**src/design/csd_ram.sv**
```systemverilog
`default_nettype none

module csd_ram #(
  parameter int Width = 32,
  parameter int Depth = 64
) (
  input  wire logic                     clk_i,
  input  wire logic                     we_i,
  input  wire logic [$clog2(Depth)-1:0] waddr_i,
  input  wire logic [Width-1:0]         wdata_i,
  input  wire logic [$clog2(Depth)-1:0] raddr_i,
  output logic      [Width-1:0]         rdata_o
);

  logic [Width-1:0] mem [Depth];

  always_ff @(posedge clk_i) begin
    if (we_i) begin
      mem[waddr_i] <= wdata_i;
    end
    rdata_o <= mem[raddr_i];
  end

endmodule

`default_nettype wire

```
**config.mk**
```make
export PLATFORM = sky130hd
export DESIGN_NAME = csd_ram
export DESIGN_NICKNAME = d
export VERILOG_FILES = /design/src/design/csd_ram.sv
export SDC_FILE = /design/constraint.sdc
export NUM_CORES = 2
export LEC_CHECK = 0
export ABC_CLOCK_PERIOD_IN_PS = 4800
export BUFFER_PORTS_ARGS = -buffer_cell sky130_fd_sc_hd__buf_2
export CAP_MARGIN = 20
export CORE_MARGIN = 2
export CORE_UTILIZATION = 45
export DETAILED_ROUTE_END_ITERATION = 8
export GPL_TIMING_DRIVEN = 1
export PLACE_DENSITY_LB_ADDON = 0.25
export SLEW_MARGIN = 20
export SYNTH_ARGS = -nofsm -noshare
export SYNTH_HDL_FRONTEND = slang
export SYNTH_SLANG_ARGS = --single-unit
export TNS_END_PERCENT = 20
```
**constraint.sdc**
```tcl
create_clock -name clk_i -period 4.8 [get_ports clk_i]
set_input_delay 1.44 -clock clk_i [delete_from_list [all_inputs] [get_ports clk_i]]
set_output_delay 1.44 -clock clk_i [all_outputs]
set_load 0.01 [all_outputs]
```
==> impl_results.md <==
- Worst hold start: mem[12][20]
- Root Driver: clkbuf_16
- Detailed placement HPWL: 119000 um
- CTS Buf Count: 207
- Antenna Violating Nets Remaining: 0
- Worst path top cell family by delay: buffers and inverters
- Mean area per synthesized cell: 23.6 um2
- Register area share after synthesis: 79.1%
- Gr ovfl total: 0
- Worst setup path endpoint: rdata_o[28]
- Initial Utilization: 45.2%
- Clk sinks: 2080
- Pwr Density: 419 nW/um2
- Post-route clock skew: 0.0374 ns
- Die area: 178000 um2
- Hold Vio Cnt, Final: 0
- Via Count: 37374
- Chip height: 422 um
- Setup TNS: 0 ns
- P&R area growth vs syn: 15.1%
- Slowest stage delay, CP: 0.63 ns
- NumNets Final: 3698
- Post-route cell area: 90400 um2
- Fin. max-slew vios: 0
- Initial antenna violation count: 10
- Non-Filler Instances: 6156
- Register bit total from synthesis: 2080
- Crit share post-route: 75.6%
- CP Class: input pin to flop
- Worst path required time: 5.48 ns
- Post-synth EDFFs: 2048
- WP buf/inv: 3
- Layout cell share with drive strength beyond 1: 31.3%
- Worst setup EP type: flop
- Slowest CP cell: a21oi_1
- Critical path origin: raddr_i[1]
- R2r startpoint: mem[29][18]
- Run status: complete, no violations
- # DRC: 0
- Total track usage: 22.8%
- Clock transition at the registers of the reported paths: 0.06 ns
- PostCTS Resize Cnt: 0
- Setup slack, reg-to-reg: 2.38 ns
- I/O Pins: 78
- Vias in the first global route: 37446
- CTS H-tree depth: 4
- Final WS setup: 1.17 ns
- Postcts setup bufs: 0
- Fraction of registers with async set/reset: 0%
- Worst hold path type: flop to flop
- Drt via density: 6.07
- Startpoint types: input pin
- Post-DP Area: 83700 um2
- R2R cell count: 4
- Num rows: 153
- Fill count: 13389
- CTS max path bufs: 3
- Avg WL per Cell: 32.9 um
- Die width: 422 um
- Port Buffers: 77
- Crit path cell chain: buf_8, buf_4, buf_4, mux4_2, mux2i_1, a21oi_1, a21oi_1, nor2_1
- Post-Place Cells: 5768
- Maximum vdd drop: 0.406 mV
- Post-synthesis cell count: 3324
- Max_slew headroom: 29.8%
- Max Fclk: 276 MHz
- Final Critical Period: 3.63 ns
- FF-to-FF End: rdata_o[18]
- Unrepaired setup endpoints after global routing: no
- Core outline area: 174000 um2
- Max_cap viols: 0
- Worst Path Arrival: 4.31 ns
- Cell area after synthesis: 78500 um2
- Synth cell types: 34
- Worst skew pair latency: 0.83 ns
- Top_reg_cell synth: edfxtp_1
- Lkg Pwr: 0.0282 uW
- CTS Hold Bufs: 0
- Worst path depth: 8
- Pin count of the biggest net entering global routing: 67
- CP Max Fanout: 48
- Mapped Nets: 3370
- GP Congestion: 0.819
- First drt pass iteration count: 6
- YS warnings: 0
- Pre-CTS setup slack: 0.299 ns
- CTS tree: built
- Final setup violation count: 0
- First-pass GRT wire length: 287000 um
- Slew @ Worst Pin: 1.05 ns
- Final wirelength: 203000 um
- Initial DRC Count: 4823
-- worst min path at each step --
| stage | end | cells past startpoint |
|---|---|---|
| finish | rdata_o[20] | 4 |
| global route | mem[50][11] | 1 |
| CTS | rdata_o[20] | 4 |
| detailed placement | rdata_o[20] | 4 |
| global placement | rdata_o[20] | 4 |
| floorplan | rdata_o[17] | 4 |
-- cell type report --
type                            count  area (um2)  share of cell area, %
Sequential cell                  2080       62100                   68.8
Multi-Input combinational cell   1062       16000                   17.7
Clock buffer                      276        5560                   6.15
Tap cell                         2325        2910                   3.22
Timing Repair Buffer              301        2730                   3.02
Clock inverter                    104        1030                   1.14
Antenna cell                        8        20.0                 0.0222
-- Yosys cell counts, types with 7 or more instances --
cell type  instances  share of area (%)
mux4_2           544                 16
nor2b_1           15               0.12
buf_1             21               0.10
clkbuf_1          74               0.35
o221ai_1          27               0.30
edfxtp_1        2048                 78
o22ai_1           84               0.67
nand2b_1           8              0.064
a311oi_1           8              0.089
a22oi_1           12               0.11
mux2i_1           93                1.2
buf_4             25               0.24
a21oi_1           62               0.40
buf_2             57               0.36
nand2_1           26               0.12
nor2_1           137               0.65
dfxtp_1           32               0.82
nor3_1             7              0.045
-- sequential cells by signal (all words and copies together), names as in the netlist --
signal / count
mem: 2048
rdata_o: 32
-- placed cells by master, fill, tap and decap left out, types with 4 or more instances in the layout --
| master | netlist | final |
|---|---|---|
| a311oi_1 | 8 | 8 |
| clkinv_1 | 0 | 41 |
| buf_4 | 25 | 187 |
| nor2_4 | 0 | 62 |
| nor2b_1 | 15 | 15 |
| inv_6 | 0 | 8 |
| diode_2 | 0 | 8 |
| clkbuf_1 | 74 | 58 |
| buf_2 | 57 | 62 |
| o22ai_1 | 84 | 84 |
| mux4_2 | 544 | 544 |
| o221ai_1 | 27 | 27 |
| a22oi_1 | 12 | 12 |
| nor2_1 | 137 | 75 |
| bufinv_16 | 0 | 14 |
| nand3b_1 | 5 | 5 |
| clkbuf_8 | 0 | 10 |
| nand2_1 | 26 | 26 |
| a21oi_1 | 62 | 62 |
| and3_1 | 4 | 4 |
| a41o_1 | 4 | 4 |
| mux2i_1 | 93 | 93 |
| edfxtp_1 | 2048 | 2048 |
| nor3_1 | 7 | 5 |
| dfxtp_1 | 32 | 32 |
| clkbuf_16 | 0 | 208 |
| nand2b_1 | 8 | 7 |
| o32ai_1 | 4 | 4 |
| inv_16 | 0 | 4 |
| buf_12 | 0 | 48 |
| clkinv_2 | 0 | 28 |
| nand3_1 | 5 | 5 |
-- metrics by stage --
stage,hold slack [ns],util (%),power [uW]
after global routing,0.803,52.0,38900
after CTS,0.779,52.0,38100
after global placement,0.727,48.2,22500
after floorplan,0.663,-,21500
final,0.755,52.0,37900
after detailed placement,0.764,48.2,22500
-- tightest hold or removal path, cell delays in order, from the launching register on --
cell	delay [ns]
edfxtp_1	0.31
mux2i_1	0.06
nand2_1	0.06
a311oi_1	0.08
nor3_1	0.18
-- where the power goes --
group	leakage [uW]	internal [uW]	switching [uW]
Sequential	0.0187	20100	96.0
Combinational	0.00629	729	1200
Clock	0.00321	8910	6820
Total	0.0282	29700	8110
-- metal layers --
layer,share of wire [%],track usage [%],wire length [um],vias to the layer above
li1,-,-,-,14947
met1,41,33.3,83300,20470
met2,48,35.9,97300,1665
met3,8.2,3.88,16500,286
met4,2.7,6.34,5460,6
met5,0.018,0,37,-
-- kinds of logic (layout without fill, tap and decap cells) --
logic type / after synthesis / in the layout / synth area share [%]
compound gates: 202 / 202 / 1.67
buf+inv: 182 / 681 / 1.13
flops: 2080 / 2080 / 79.1
mux: 637 / 637 / 16.8
other cells: 0 / 8 / 0
simple gates: 223 / 223 / 1.27
Note: power is estimated with default switching activity, not from simulation.
