**config.mk**
```make
export PLATFORM = sky130hd
export DESIGN_NAME = csd_div
export DESIGN_NICKNAME = d
export VERILOG_FILES = /design/src/design/csd_pkg.sv /design/src/design/csd_div.sv
export SDC_FILE = /design/constraint.sdc
export NUM_CORES = 1
export LEC_CHECK = 0
export BUFFER_PORTS_ARGS = -buffer_cell sky130_fd_sc_hd__buf_2
export CORE_MARGIN = 2
export CORE_UTILIZATION = 35
export DETAILED_ROUTE_END_ITERATION = 12
export HOLD_SLACK_MARGIN = 0.08
export PLACE_DENSITY_LB_ADDON = 0.25
export SLEW_MARGIN = 20
export SYNTH_ARGS = -nofsm -noshare
export SYNTH_HDL_FRONTEND = slang
export SYNTH_SLANG_ARGS = --single-unit
```
**constraint.sdc**
```tcl
create_clock -name clk_i -period 3.2 [get_ports clk_i]
set_input_delay 0.48 -clock clk_i [delete_from_list [all_inputs] [get_ports clk_i]]
set_output_delay 0.48 -clock clk_i [all_outputs]
set_load 0.05 [all_outputs]
```
**src/design/csd_pkg.sv**
```systemverilog
`default_nettype none

package csd_pkg;

  localparam int CoordW       = 16;
  localparam int CoefW        = 8;
  localparam int MaxMask      = 8;
  localparam int NormW        = CoefW + 2;
  localparam int AccW         = CoordW + CoefW + 2;
  localparam int NumW         = AccW;
  localparam int MaxControlDef = 64;
  localparam int MaxOutDef    = 1024;

  typedef enum logic [1:0] {
    OP_CLEAR  = 2'd0,
    OP_APPEND = 2'd1,
    OP_RUN    = 2'd2,
    OP_READ   = 2'd3
  } opcode_e;

  typedef enum logic [2:0] {
    ST_OK     = 3'd0,
    ST_FULL   = 3'd1,
    ST_OVF    = 3'd2,
    ST_NODATA = 3'd3,
    ST_BADIDX = 3'd4
  } status_e;

  typedef enum logic [1:0] {
    CFG_MASK_LEN   = 2'd0,
    CFG_MASK_COEFS = 2'd1,
    CFG_STEPS      = 2'd2
  } cfg_idx_e;

  typedef enum logic [3:0] {
    S_IDLE,
    S_READ,
    S_PASS,
    S_CP0_RD,
    S_CP0_WR,
    S_TAP_RD,
    S_TAP_MAC,
    S_DIV,
    S_DIV_WAIT,
    S_CPL_RD,
    S_CPL_WR
  } state_e;

  typedef struct packed {
    logic [1:0]         opcode;
    logic signed [15:0] point_x;
    logic signed [15:0] point_y;
    logic [9:0]         read_index;
  } in_t;

  typedef struct packed {
    logic signed [15:0] out_x;
    logic signed [15:0] out_y;
    logic [10:0]        point_count;
    logic [2:0]         status;
  } out_t;

  // round-to-nearest magnitude -> signed, saturated coordinate
  function automatic logic signed [CoordW-1:0] sat_quot(logic [NumW-1:0] q, logic neg);
    logic [NumW-1:0] lim;
    lim = NumW'(1) << (CoordW - 1);
    if (q >= lim) begin
      sat_quot = neg ? {1'b1, {(CoordW-1){1'b0}}} : {1'b0, {(CoordW-1){1'b1}}};
    end else if (neg) begin
      sat_quot = -$signed(q[CoordW-1:0]);
    end else begin
      sat_quot = $signed(q[CoordW-1:0]);
    end
  endfunction

endpackage

`default_nettype wire

```
**src/design/csd_div.sv**
```systemverilog
`default_nettype none

module csd_div import csd_pkg::*; (
  input  wire logic                     clk_i,
  input  wire logic                     rst_ni,
  input  wire logic                     start_i,
  input  wire logic signed [AccW-1:0]   num_x_i,
  input  wire logic signed [AccW-1:0]   num_y_i,
  input  wire logic signed [NormW-1:0]  den_i,
  output logic                          done_o,
  output logic signed [CoordW-1:0]      q_x_o,
  output logic signed [CoordW-1:0]      q_y_o
);

  localparam int CntW = $clog2(NumW);

  logic [NumW-1:0]  nx_q  [2];
  logic [NumW-1:0]  nx_d  [2];
  logic [NormW-1:0] rem_q [2];
  logic [NormW-1:0] rem_d [2];
  logic [1:0]       neg_q, neg_d;
  logic [NormW-1:0] md_q, md_d;
  logic [CntW-1:0]  cnt_q, cnt_d;
  logic             run_q, run_d;
  logic             done_q, done_d;

  logic signed [AccW-1:0] num [2];
  logic [NormW:0]         sh  [2];
  logic [NormW-1:0]       mdn;
  logic [AccW-1:0]        mag [2];

  assign num[0] = num_x_i;
  assign num[1] = num_y_i;

  always_comb begin
    mdn    = den_i[NormW-1] ? NormW'(-den_i) : NormW'(den_i);
    nx_d   = nx_q;
    rem_d  = rem_q;
    neg_d  = neg_q;
    md_d   = md_q;
    cnt_d  = cnt_q;
    run_d  = run_q;
    done_d = 1'b0;
    for (int l = 0; l < 2; l++) begin
      mag[l] = num[l][AccW-1] ? AccW'(-num[l]) : AccW'(num[l]);
      sh[l]  = {rem_q[l], nx_q[l][NumW-1]};
    end
    if (start_i) begin
      md_d  = mdn;
      cnt_d = '0;
      run_d = 1'b1;
      for (int l = 0; l < 2; l++) begin
        nx_d[l]  = mag[l] + AccW'(mdn >> 1);
        rem_d[l] = '0;
        neg_d[l] = num[l][AccW-1] ^ den_i[NormW-1];
      end
    end else if (run_q) begin
      for (int l = 0; l < 2; l++) begin
        if (sh[l] >= {1'b0, md_q}) begin
          rem_d[l] = NormW'(sh[l] - {1'b0, md_q});
          nx_d[l]  = {nx_q[l][NumW-2:0], 1'b1};
        end else begin
          rem_d[l] = sh[l][NormW-1:0];
          nx_d[l]  = {nx_q[l][NumW-2:0], 1'b0};
        end
      end
      cnt_d = cnt_q + 1'b1;
      if (cnt_q == CntW'(NumW - 1)) begin
        run_d  = 1'b0;
        done_d = 1'b1;
      end
    end
  end

  always_ff @(posedge clk_i or negedge rst_ni) begin
    if (!rst_ni) begin
      run_q  <= 1'b0;
      done_q <= 1'b0;
      cnt_q  <= '0;
    end else begin
      run_q  <= run_d;
      done_q <= done_d;
      cnt_q  <= cnt_d;
    end
  end

  always_ff @(posedge clk_i) begin
    nx_q  <= nx_d;
    rem_q <= rem_d;
    neg_q <= neg_d;
    md_q  <= md_d;
  end

  assign done_o = done_q;
  assign q_x_o  = sat_quot(nx_q[0], neg_q[0]);
  assign q_y_o  = sat_quot(nx_q[1], neg_q[1]);

endmodule

`default_nettype wire
```
==> flow_metrics.tcl <==
set metrics [dict create \
    fp.dieH_um 162 \
    numCtsBuffers 9 \
    synthArstFlopShare_pct 7.69 \
    ys_seq_area_share_pct 28.5 \
    final_cell_mix "buf_4 (169), nor2_1 (89), buf_2 (86)" \
    worstReg2RegEnd "rem_q[18]$_SDFFE_PP0P_" \
    dr.pass1.iters 5 \
    grt_util_all_layers_pct 18.2 \
    drc 0 \
    final_layout_size_suffix_gt1_share_pct 30.8 \
    wl_met3_um 841 \
    syn_to_final_growth_pct 30.4 \
    layout.nets 1359 \
    rsz0062_at_grt "yes" \
    power.leakage_nw 4.76 \
    critPathLaunch "nx_q[26]$_DFFE_PP_" \
    diodes 0 \
    synthFlopType "edfxtp_1" \
    port_buffers 97 \
    critPathLaunchType "register" \
    status "finished, violations left" \
    num_io_pins 98 \
    finalHoldViolCount 0 \
    setup_ws_ns -0.282 \
    wl_met2_um 10500 \
    path_class "reg2out" \
    crit_arrival_ns 3.00 \
    wire_per_inst_um 15.4 \
    core_area_mm2 0.0245 \
    worst_slew_pin_slew_ns 0.914 \
    antenna_found_initial 0 \
    holdWs_ns 0.351 \
    cts-htree-levels 3 \
    powerDensity_mw_per_mm2 506 \
    drt_iter0_markers 555 \
    overflow 0 \
    cts_tree "built" \
    highest_layer "met4" \
    start_util_pct 35.8 \
    cts.clk_slew.worst_paths_ns 0.07 \
    slew_headroom_pct 39.0 \
    vias 8359 \
    die_w_um 162 \
    setup_violations 5 \
    postRouteAntennaNets 0 \
    insertion_delay_ns 0.35 \
    fin_crit_ns 3.48 \
    period_share_pct 109 \
    clock-sinks 91 \
    synthCells 1015 \
    gp_congestion 0.857 \
    tns_ns -0.996 \
    finalCoreUtilization_pct 46.7 \
    yosys_register_bits 91 \
    final_max_slew_viol_count 0 \
    grt_pass1_vias 7715 \
    ir_drop_v 0.000268 \
    final_common_cell "buf_4" \
    reg2regPathDepth 11 \
    fp-row-count 57 \
    grt_max_degree 53 \
    cts_root_buffer "clkbuf_16" \
    die-area_mm2 0.0263 \
    rr_startpoint "md_q[1]$_DFFE_PP_" \
    critPathMaxFanout 2 \
    cts.path.max_buffers 2 \
    dp_hpwl_um 19200 \
    syn_nets 1126 \
    fin_skew_ns 0.0136 \
    endpoint "q_x_o[13]" \
    syn_area_mm2 0.00877 \
    max_freq_mhz 287 \
    hold_class "in2reg" \
    violations "setup timing" \
    ff2ff_setup_slack_ns 0.34 \
    dp_cells 1550 \
    end_kind "primary output" \
    avgSynthCellArea_um2 8.64 \
    vias_per_cell 5.30 \
    maxCapViolCount 0 \
    yosys_warnings 0 \
    synth_edf_count 64 \
    required_ns 2.72 \
    stdcell_count 1577 \
    grt_pass1_wl_um 39200 \
    wl_met1_um 12600 \
    synth_cell_type_count 91 \
    wirelength_um 24200 \
    whs_path_depth 1 \
]
==> layout make-up <==
cell class	instances	area [um2]
Clock inverter	7	70.1
Clock buffer	9	225
Sequential cell	91	2500
Tap cell	324	405
Inverter	52	196
Fill cell	2403	13000
Multi-Input combinational cell	828	6210
Timing Repair Buffer	266	1820
==> critical path, stage by stage, from the launching register on <==
cell      delay (ns)
edfxtp_1        0.39
or3_4           0.40
or3_4           0.34
or3_4           0.33
or3_4           0.33
or3_4           0.35
mux2i_2         0.17
o22ai_4         0.16
buf_6           0.18
==> logic make-up after synthesis <==
| group | Yosys count | share of synthesized area (%) |
|---|---|---|
| AOI/OAI and AO/OA | 277 | 22.5 |
| xor gates and xnor gates | 102 | 10.4 |
| adders and majority gates | 47 | 7.02 |
| buffers and inverters | 96 | 4.31 |
| DFF | 91 | 28.5 |
| muxes | 45 | 5.44 |
| and+or+nand+nor | 357 | 21.8 |
==> routing by layer <==
metal / up-vias / GRT usage [%]
met1: 3903 / 27.7
met3: 16 / 2.07
li1: 4282 / -
met5: - / 0
met4: 0 / 3.82
met2: 158 / 27.5
==> where the power goes <==
part           internal [W]  total (W)  switching, W
combinational       0.00134    0.00283       0.00149
clock              0.000550    0.00106      0.000511
sequential          0.00159    0.00190      0.000302
total               0.00349    0.00579       0.00230
==> timing repair <==
item                                   CTS  global route
buffers inserted                         2             8
resized for setup                       22            45
hold buffers                             1             0
endpoints found under the hold margin    7             0
pin swaps                                2            28
setup endpoints to repair                8            41
==> metrics by stage <==
| stage | setup WS, ns | area [um2] | total power [W] |
|---|---|---|---|
| after floorplan | -0.267 | 8860 | 0.00373 |
| after global placement | -0.319 | 10800 | 0.00456 |
| after detailed placement | -0.399 | 10800 | 0.00459 |
| after CTS | -0.295 | 11200 | 0.00568 |
| after global routing | -0.356 | 11400 | 0.00618 |
| final | -0.282 | 11400 | 0.00579 |
==> synth_stat cells (all sizes together) (4+ instances only) <==
| master | instances | area [um2] |
|---|---|---|
| nor2 | 90 | 338 |
| edfxtp | 64 | 1920 |
| nand2 | 64 | 240 |
| xnor2 | 64 | 561 |
| a21oi | 53 | 269 |
| inv | 52 | 195 |
| ha | 42 | 526 |
| nor3 | 41 | 220 |
| o21ai | 39 | 199 |
| xor2 | 37 | 332 |
| clkbuf | 33 | 124 |
| nor2b | 30 | 188 |
| o31ai | 27 | 203 |
| or3 | 25 | 156 |
| mux2i | 24 | 240 |
| mux2 | 21 | 236 |
| a211oi | 20 | 155 |
| dfxtp | 20 | 400 |
| a21o | 19 | 143 |
| nand4 | 18 | 128 |
| nand3 | 16 | 80.1 |
| nor4 | 16 | 145 |
| o21a | 14 | 105 |
| a31oi | 13 | 81.3 |
| nand2b | 13 | 81.3 |
| buf | 11 | 58.8 |
| o22ai | 11 | 81.3 |
| or2 | 10 | 62.6 |
| o41ai | 9 | 97.6 |
| o31a | 8 | 70.1 |
| dfrtp | 7 | 175 |
| o211ai | 7 | 57.6 |
| a31o | 6 | 52.6 |
| a41oi | 6 | 52.6 |
| nor3b | 6 | 45.0 |
| o2111ai | 6 | 58.8 |
| o21bai | 6 | 45.0 |
| and3 | 5 | 31.3 |
| or4 | 5 | 41.3 |
| a22o | 4 | 35.0 |
| fa | 4 | 80.1 |
==> sequential cells by signal (all words and copies together), names as in the netlist <==
| register | count |
|---|---|
| neg_q | 2 |
| cnt_q | 5 |
| md_q | 10 |
| done_o | 1 |
| rem_q | 20 |
| nx_q | 52 |
| run_q | 1 |
==> worst min path at each step <==
stage | startpoint | to | slack (ns)
2_1_floorplan | rst_ni | cnt_q[0]$_DFFE_PN0P_ | 0.18
3_3_place_gp | rst_ni | done_o$_DFF_PN0_ | 0.32
3_5_place_dp | rst_ni | done_o$_DFF_PN0_ | 0.32
4_1_cts | den_i[0] | md_q[0]$_DFFE_PP_ | 0.37
5_1_grt | den_i[0] | md_q[0]$_DFFE_PP_ | 0.34
6_report | den_i[0] | md_q[0]$_DFFE_PP_ | 0.35
No activity file was read; power rests on OpenSTA's default activity.
